### src/rtl/thal_pkg.sv
package thal_pkg;

   // operation selector carried on req_tuser
   typedef enum logic [2:0] {
      CMD_ADD  = 3'd0,
      CMD_SUB  = 3'd1,
      CMD_LSL  = 3'd2,
      CMD_LSR  = 3'd3,
      CMD_ASR  = 3'd4,
      CMD_MOV  = 3'd5,
      CMD_CMP  = 3'd6,
      CMD_COND = 3'd7
   } cmd_type;

   // ARM condition field encoding (code fifteen names no condition)
   typedef enum logic [3:0] {
      COND_EQ = 4'd0,
      COND_NE = 4'd1,
      COND_CS = 4'd2,
      COND_CC = 4'd3,
      COND_MI = 4'd4,
      COND_PL = 4'd5,
      COND_VS = 4'd6,
      COND_VC = 4'd7,
      COND_HI = 4'd8,
      COND_LS = 4'd9,
      COND_GE = 4'd10,
      COND_LT = 4'd11,
      COND_GT = 4'd12,
      COND_LE = 4'd13,
      COND_AL = 4'd14
   } cond_code_type;

   localparam int unsigned DATA_W  = 32;
   localparam int unsigned SHAMT_W = 5;

   // stored condition flags
   typedef struct packed {
      logic n;
      logic z;
      logic c;
      logic v;
   } flags_type;

   // one input beat after unpacking
   typedef struct packed {
      cmd_type             cmd;
      logic [DATA_W-1:0]   operand_a;
      logic [DATA_W-1:0]   operand_b;
      cond_code_type       cond_code;
   } req_item_type;

   // execute stage output
   typedef struct packed {
      logic [DATA_W-1:0]   alu_result;
      flags_type           flags;
      logic                cond_true;
   } alu_out_type;

endpackage

### src/rtl/thal_cond.sv
module thal_cond import thal_pkg::*; (
   input  cond_code_type cond_code,
   input  flags_type     flags,
   output logic          cond_true
);

   // condition evaluation on the flags held before this beat
   always_comb begin
      case (cond_code)
         COND_EQ: cond_true = flags.z;
         COND_NE: cond_true = !flags.z;
         COND_CS: cond_true = flags.c;
         COND_CC: cond_true = !flags.c;
         COND_MI: cond_true = flags.n;
         COND_PL: cond_true = !flags.n;
         COND_VS: cond_true = flags.v;
         COND_VC: cond_true = !flags.v;
         COND_HI: cond_true = flags.c && !flags.z;
         COND_LS: cond_true = !flags.c || flags.z;
         COND_GE: cond_true = (flags.n == flags.v);
         COND_LT: cond_true = (flags.n != flags.v);
         COND_GT: cond_true = !flags.z && (flags.n == flags.v);
         COND_LE: cond_true = flags.z || (flags.n != flags.v);
         COND_AL: cond_true = 1'b1;
         default: cond_true = 1'b0;
      endcase
   end

endmodule

### src/rtl/thal_alu.sv
module thal_alu import thal_pkg::*; (
   input  req_item_type item,
   input  flags_type    flags,
   output alu_out_type  alu_out
);

   logic                is_sub;
   logic [DATA_W-1:0]   b_op;
   logic [DATA_W:0]     sum;
   logic                add_v;
   logic [SHAMT_W-1:0]  shamt;
   logic                shift_zero;
   logic [DATA_W:0]     lsl_ext;
   logic signed [DATA_W+1:0] shr_src;
   logic signed [DATA_W+1:0] shr_ext;
   logic                cond_hit;
   logic [DATA_W-1:0]   result;
   flags_type           next_flags;
   logic                res_n;
   logic                res_z;

   // shared adder, subtract as a + ~b + 1 so carry out is not-borrow
   assign is_sub = (item.cmd == CMD_SUB) || (item.cmd == CMD_CMP);
   assign b_op   = is_sub ? ~item.operand_b : item.operand_b;
   assign sum    = {1'b0, item.operand_a} + {1'b0, b_op} + {{DATA_W{1'b0}}, is_sub};
   assign add_v  = (item.operand_a[DATA_W-1] == b_op[DATA_W-1])
                   && (sum[DATA_W-1] != item.operand_a[DATA_W-1]);

   // shifter, the extra bit on each side catches the last bit shifted out
   assign shamt      = item.operand_b[SHAMT_W-1:0];
   assign shift_zero = (shamt == '0);
   assign lsl_ext    = {1'b0, item.operand_a} << shamt;
   assign shr_src    = {item.operand_a[DATA_W-1] && (item.cmd == CMD_ASR),
                        item.operand_a, 1'b0};
   assign shr_ext    = shr_src >>> shamt;

   thal_cond u_cond (
      .cond_code (item.cond_code),
      .flags     (flags),
      .cond_true (cond_hit)
   );

   // result select
   always_comb begin
      case (item.cmd)
         CMD_ADD, CMD_SUB, CMD_CMP: result = sum[DATA_W-1:0];
         CMD_LSL:                   result = lsl_ext[DATA_W-1:0];
         CMD_LSR, CMD_ASR:          result = shr_ext[DATA_W:1];
         CMD_MOV:                   result = item.operand_b;
         default:                   result = '0;
      endcase
   end

   assign res_n = result[DATA_W-1];
   assign res_z = (result == '0);

   // flag update per operation
   always_comb begin
      next_flags = flags;
      case (item.cmd)
         CMD_ADD, CMD_SUB, CMD_CMP: begin
            next_flags = '{n: res_n, z: res_z, c: sum[DATA_W], v: add_v};
         end
         CMD_LSL: begin
            next_flags.n = res_n;
            next_flags.z = res_z;
            if (!shift_zero) begin
               next_flags.c = lsl_ext[DATA_W];
            end
         end
         CMD_LSR, CMD_ASR: begin
            next_flags.n = res_n;
            next_flags.z = res_z;
            if (!shift_zero) begin
               next_flags.c = shr_ext[0];
            end
         end
         CMD_MOV: begin
            next_flags.n = res_n;
            next_flags.z = res_z;
         end
         default: begin
            next_flags = flags;
         end
      endcase
   end

   assign alu_out.alu_result = result;
   assign alu_out.flags      = next_flags;
   assign alu_out.cond_true  = (item.cmd == CMD_COND) && cond_hit;

endmodule

### src/rtl/thumb_alu_flags_condition.sv
// Thumb-style 32-bit ALU with a stored NZCV flag register. Each request beat
// carries an operation on req_tuser (add, sub, lsl, lsr, asr, mov, cmp or
// condition test) and its operands on req_tdata; each beat yields exactly one
// response beat with the result, the flags after the operation and a
// condition-true bit. A beat is registered on entry, executed in one pass
// through the adder or shifter, and registered on exit; one beat is accepted
// every cycle while the response side keeps up. The flag register is updated
// as each beat leaves the execute stage, so the next beat always sees the
// flags of the one before; the adder and flag select in that single stage set
// the clock rate. Flags reset to zero.
module thumb_alu_flags_condition import thal_pkg::*; (
   input  logic        clock,
   input  logic        reset,
   input  logic        req_tvalid,
   output logic        req_tready,
   input  logic [71:0] req_tdata,   // operand_a[31:0], operand_b[63:32], cond_code[67:64], zero
   input  logic [2:0]  req_tuser,   // command[2:0]
   output logic        rsp_tvalid,
   input  logic        rsp_tready,
   output logic [39:0] rsp_tdata    // alu_result[31:0], flag_n[32], flag_z[33], flag_c[34],
                                    // flag_v[35], cond_true[36], zero
);

   logic         in_valid_ff;
   logic         in_valid_in;
   req_item_type in_item_ff;
   logic         out_valid_ff;
   logic         out_valid_in;
   alu_out_type  out_item_ff;
   flags_type    flags_ff;
   alu_out_type  alu_out;
   logic         advance;

   // execute stage moves forward when the output register is free or draining
   assign advance     = in_valid_ff && (!out_valid_ff || rsp_tready);
   assign req_tready  = !in_valid_ff || advance;
   assign in_valid_in = req_tready ? req_tvalid : in_valid_ff;

   always_comb begin
      if (advance) begin
         out_valid_in = 1'b1;
      end else if (rsp_tready) begin
         out_valid_in = 1'b0;
      end else begin
         out_valid_in = out_valid_ff;
      end
   end

   thal_alu u_alu (
      .item    (in_item_ff),
      .flags   (flags_ff),
      .alu_out (alu_out)
   );

   // control and flag state
   always_ff @(posedge clock) begin
      if (reset) begin
         in_valid_ff  <= 1'b0;
         out_valid_ff <= 1'b0;
         flags_ff     <= '0;
      end else begin
         in_valid_ff  <= in_valid_in;
         out_valid_ff <= out_valid_in;
         if (advance) begin
            flags_ff <= alu_out.flags;
         end
      end
   end

   // input register
   always_ff @(posedge clock) begin
      if (req_tvalid && req_tready) begin
         in_item_ff.cmd       <= cmd_type'(req_tuser);
         in_item_ff.operand_a <= req_tdata[31:0];
         in_item_ff.operand_b <= req_tdata[63:32];
         in_item_ff.cond_code <= cond_code_type'(req_tdata[67:64]);
      end
   end

   // result register
   always_ff @(posedge clock) begin
      if (advance) begin
         out_item_ff <= alu_out;
      end
   end

   assign rsp_tvalid = out_valid_ff;
   assign rsp_tdata  = {3'b000,
                        out_item_ff.cond_true,
                        out_item_ff.flags.v,
                        out_item_ff.flags.c,
                        out_item_ff.flags.z,
                        out_item_ff.flags.n,
                        out_item_ff.alu_result};

endmodule

### config.mk
export PLATFORM = sky130hd
export DESIGN_NAME = thumb_alu_flags_condition
export DESIGN_NICKNAME = d
export VERILOG_FILES = /design/src/rtl/thal_pkg.sv /design/src/rtl/thal_cond.sv /design/src/rtl/thal_alu.sv /design/src/rtl/thumb_alu_flags_condition.sv
export SDC_FILE = /design/constraint.sdc
export NUM_CORES = 1
export LEC_CHECK = 0
export BUFFER_PORTS_ARGS = -buffer_cell sky130_fd_sc_hd__buf_4
export CORE_ASPECT_RATIO = 1.4
export CORE_UTILIZATION = 40
export CTS_BUF_LIST = sky130_fd_sc_hd__clkbuf_8
export CTS_CLUSTER_DIAMETER = 30
export CTS_CLUSTER_SIZE = 25
export DETAILED_ROUTE_END_ITERATION = 6
export GPL_TIMING_DRIVEN = 0
export PLACE_DENSITY = 0.7
export SLEW_MARGIN = 10
export SYNTH_ARGS = -nofsm -noshare
export SYNTH_HDL_FRONTEND = slang
export SYNTH_SLANG_ARGS = --single-unit
export TNS_END_PERCENT = 50
### constraint.sdc
create_clock -name clock -period 4.9 [get_ports clock]
set_input_delay 0.98 -clock clock [delete_from_list [all_inputs] [get_ports clock]]
set_output_delay 0.98 -clock clock [all_outputs]
set_load 0.01 [all_outputs]
==> flow_summary.yaml <==
clock_tree:
  cts_root_buffer: "clkbuf_8"
  ctsHtreeMaxLevel: 4
  clkSinkCount: 114
  cts_buffer_depth: 2
  numCtsBuffers: 17
  tritoncts: "done"
  clk_pin_slew_ps: 80
  insertion_delay_ps: 480
  cts_hold_buf: 0
power:
  p_total_w: 0.00379
  swShare_pct: 38.9
  internal_power_w: 0.00232
  p_comb_share_pct: 38.7
  clkPwrFrac_pct: 28.4
  pwr-share-seq_pct: 32.8
  powerDensity_mw_per_mm2: 289
  leakagePower_nw: 4.96
  ir_drop_v: 0.000148
  power.net_switching_w: 0.00147
sta:
  fin_crit_sh_pct: 96.8
  drv_slew: 0
  fin_crit_ps: 4740
  fmax_ghz: 0.211
  setup_tns_ps: 0
  hold_viol_final: 0
  fin_skew_ps: 11.5
  rsz0062_at_grt: "false"
  slew_headroom_pct: 14.3
  setup_viol: 0
  worstMarginPinSlew_ps: 1280
yosys:
  synth_xor_area_share_pct: 4.05
  synthDistinctLibCells: 88
  syn_area_mm2: 0.0108
  synthCells: 1196
  synthMuxAreaShare_pct: 14.9
  ys_seq_area_share_pct: 31.1
  synth_top_area_share_pct: 30.0
  ys.flop_type: "edfxtp_1"
  synth_top_area_cell: "edfxtp_1"
  yosysWarningCount: 0
  syn_area_per_cell_um2: 9.04
  synth_adder_area_share_pct: 4.82
  synth_edf_count: 108
  async_reset_ff_share_pct: 0
  synth-seq-cells: 114
  synthSimpleGateAreaFrac_pct: 16.7
  synthTopCellsByArea: "edfxtp_1, mux4_2, mux2i_1"
  synth_top_family_by_area: "compound AO/OA/AOI/OAI gates"
  synth-compound-area-share_pct: 23.4
floorplanning:
  ios: 121
  rows: 70
  start_util_pct: 41.0
  die_h_um: 196
  die_w_um: 141
  dieArea_mm2: 0.0277
  core_area_mm2: 0.0264
min_path:
  hold_class: "register to register"
  hold_depth: 2
  hp-start: "in_valid_ff$_SDFFE_PP0N_"
  worstHoldEndpoint: "rsp_tvalid$_SDFFE_PP0P_"
setup_path:
  worstRegToRegCells: 18
  required_ps: 5250
  crit_arrival_ps: 5090
  endpoint_kind: "register"
  crit_family: "simple AND/OR/NAND/NOR gates"
  cp_max_fo: 13
  max_stage_delay_ps: 590
  cp-start-kind: "register"
  critPathBufInv: 6
  path_cells: "buf_8 -> buf_12 -> buf_8 -> buf_6 -> buf_12 -> xnor2_4 -> inv_1 -> fa_2 -> nand2b_4 -> a211o_1 -> a211o_4 -> nand2_4 -> o211ai_1 -> or4_4 -> nor4_4 -> nand4_1 -> nor4_4 -> a21o_1"
  setup.worst_path.class: "register to register"
  rr_endpoint: "rsp_tdata[33]$_DFFE_PP_"
  r2r_slack_ps: 160
  r2r_start: "in_item_ff[5]$_DFFE_PP_"
  cp_slowest_cell: "or4_4"
placed_design:
  place.gp.congestion: 0.995
  io_buffer_count: 113
  dpl.hpwl_um: 42900
  dp_cells: 1673
finish:
  drive_gt1_share_pct: 22.6
  syn_to_final_growth_pct: 21.3
  instances_no_fill: 1708
  diodes: 0
  fin_nets: 1455
grt:
  grt_pass1_wl_um: 75700
  grt-ovfl-total: 0
  first_global_vias: 10700
  grt_util_all_layers_pct: 39.0
  antenna_found_initial: 0
  grt_max_degree: 58
route:
  drt_iter0_markers: 1039
  vias: 11300
  dr.pass1.iters: 7
  wl_um: 53700
  route.detailed.drc: 0
  drt-vias-per-instance: 6.59
  ant_nets: 0
  wire_per_inst_um: 31.4
job:
  maxCapViolCount: 0
run_status:
  status: "complete, no violations"
==> per-stage QoR <==
stage | util (%) | hold WS, ps | setup WS (ps) | cell area, µm²
floorplan | - | 486 | 179 | 10800
global placement | 46.0 | 501 | -2050 | 12100
detailed placement | 46.2 | 521 | -2030 | 12200
CTS | 48.7 | 534 | 7.02 | 12800
global route | 49.7 | 562 | 7.70 | 13100
finish | 49.7 | 532 | 157 | 13100
==> routing by layer <==
layer  global-route usage (%)  wire, µm
met5                        0         0
met4                     24.9      3800
met3                     6.05      4220
met2                     64.7     25200
met1                     47.2     20400
==> worst max-delay path by stage <==
stage | slack (ps) | startpoint | endpoint | cells after the start
2_1_floorplan | 180 | in_item_ff[6]$_DFFE_PP_ | rsp_tdata[33]$_DFFE_PP_ | 19
3_3_place_gp | -2050 | in_item_ff[6]$_DFFE_PP_ | rsp_tdata[33]$_DFFE_PP_ | 19
4_1_cts | 7 | in_item_ff[5]$_DFFE_PP_ | rsp_tdata[33]$_DFFE_PP_ | 19
3_5_place_dp | -2030 | in_item_ff[6]$_DFFE_PP_ | rsp_tdata[33]$_DFFE_PP_ | 19
6_report | 160 | in_item_ff[5]$_DFFE_PP_ | rsp_tdata[33]$_DFFE_PP_ | 18
5_1_grt | 8 | in_item_ff[5]$_DFFE_PP_ | rsp_tdata[33]$_DFFE_PP_ | 18
==> flip-flops by register name, indices dropped and copies added (netlist names) <==
signal / count
in_item_ff: 71
rsp_tdata: 37
flags_ff: 4
in_valid_ff: 1
rsp_tvalid: 1
==> power groups by stage <==
stage,logic (W),clock network (W),registers [W]
6_report,0.00147,0.00108,0.00124
2_1_floorplan,0.000842,0,0.00123
4_1_cts,0.00137,0.00109,0.00124
3_5_place_dp,0.00133,0,0.00126
3_3_place_gp,0.00132,0,0.00126
5_1_grt,0.00155,0.00112,0.00124
==> tightest hold or removal path, cell delays in order, from the launching register on <==
cell and delay, ps:
dfxtp_1 340, nor2_1 100, nor2_1 50
==> layout by cell type, fill, tap and decap left out, types with 6 or more instances in the layout <==
cell type	Yosys	layout
buf_4	8	139
a211oi_1	20	17
a221oi_1	14	13
and3_1	9	9
nor2b_1	7	7
nand4_1	18	18
a211o_1	8	6
mux2_2	20	20
a221o_1	6	6
a22o_1	12	12
clkbuf_8	0	17
ha_1	40	39
xor2_1	8	8
nor3_1	20	20
nor4_1	10	8
o31ai_1	7	7
clkbuf_1	57	44
or3_1	6	6
o21a_1	11	11
mux2i_1	65	65
o22ai_1	15	15
a21oi_1	87	84
mux4_2	31	31
dfxtp_1	6	6
inv_1	22	22
buf_2	21	12
o211ai_1	19	19
xnor2_1	42	39
nand2b_1	15	14
nand3_1	25	23
a22oi_1	16	16
or2_2	7	7
o221ai_1	12	11
nor2_1	103	100
nand2_1	120	118
a31oi_1	12	11
o21ai_0	73	69
edfxtp_1	108	108
==> cells by family (layout without fill, tap and decap cells) <==
logic type	after synthesis	count (layout)
flops	114	114
buf+inv	123	273
simple gates	375	375
mux	118	118
compound gates	374	374
xor+xnor	50	50
other cells	1	3
fa+ha+maj	41	41
==> what timing repair did <==
item,in CTS,in global routing
buffers inserted,1,15
gates resized for setup,70,39
gates cloned,0,0
pin swaps,6,14
endpoints found under the setup margin,33,2
==> cell usage after synthesis, types with 22 or more instances <==
cell,instances
ha_1,40
inv_1,22
edfxtp_1,108
o21ai_0,73
clkbuf_1,57
a21oi_1,87
nand2_1,120
mux4_2,31
xnor2_1,42
nand3_1,25
nor2_1,103
mux2i_1,65
==> layout make-up <==
class                           count  area (µm²)
Clock inverter                     15         231
Fill cell                        2518       13300
Buffer                             86         518
Tap cell                          360         450
Clock buffer                       17         234
Inverter                           24        90.1
Sequential cell                   114        3360
Multi-Input combinational cell    961        7200
Timing Repair Buffer              131        1020
(Power assumes the default switching activity.)
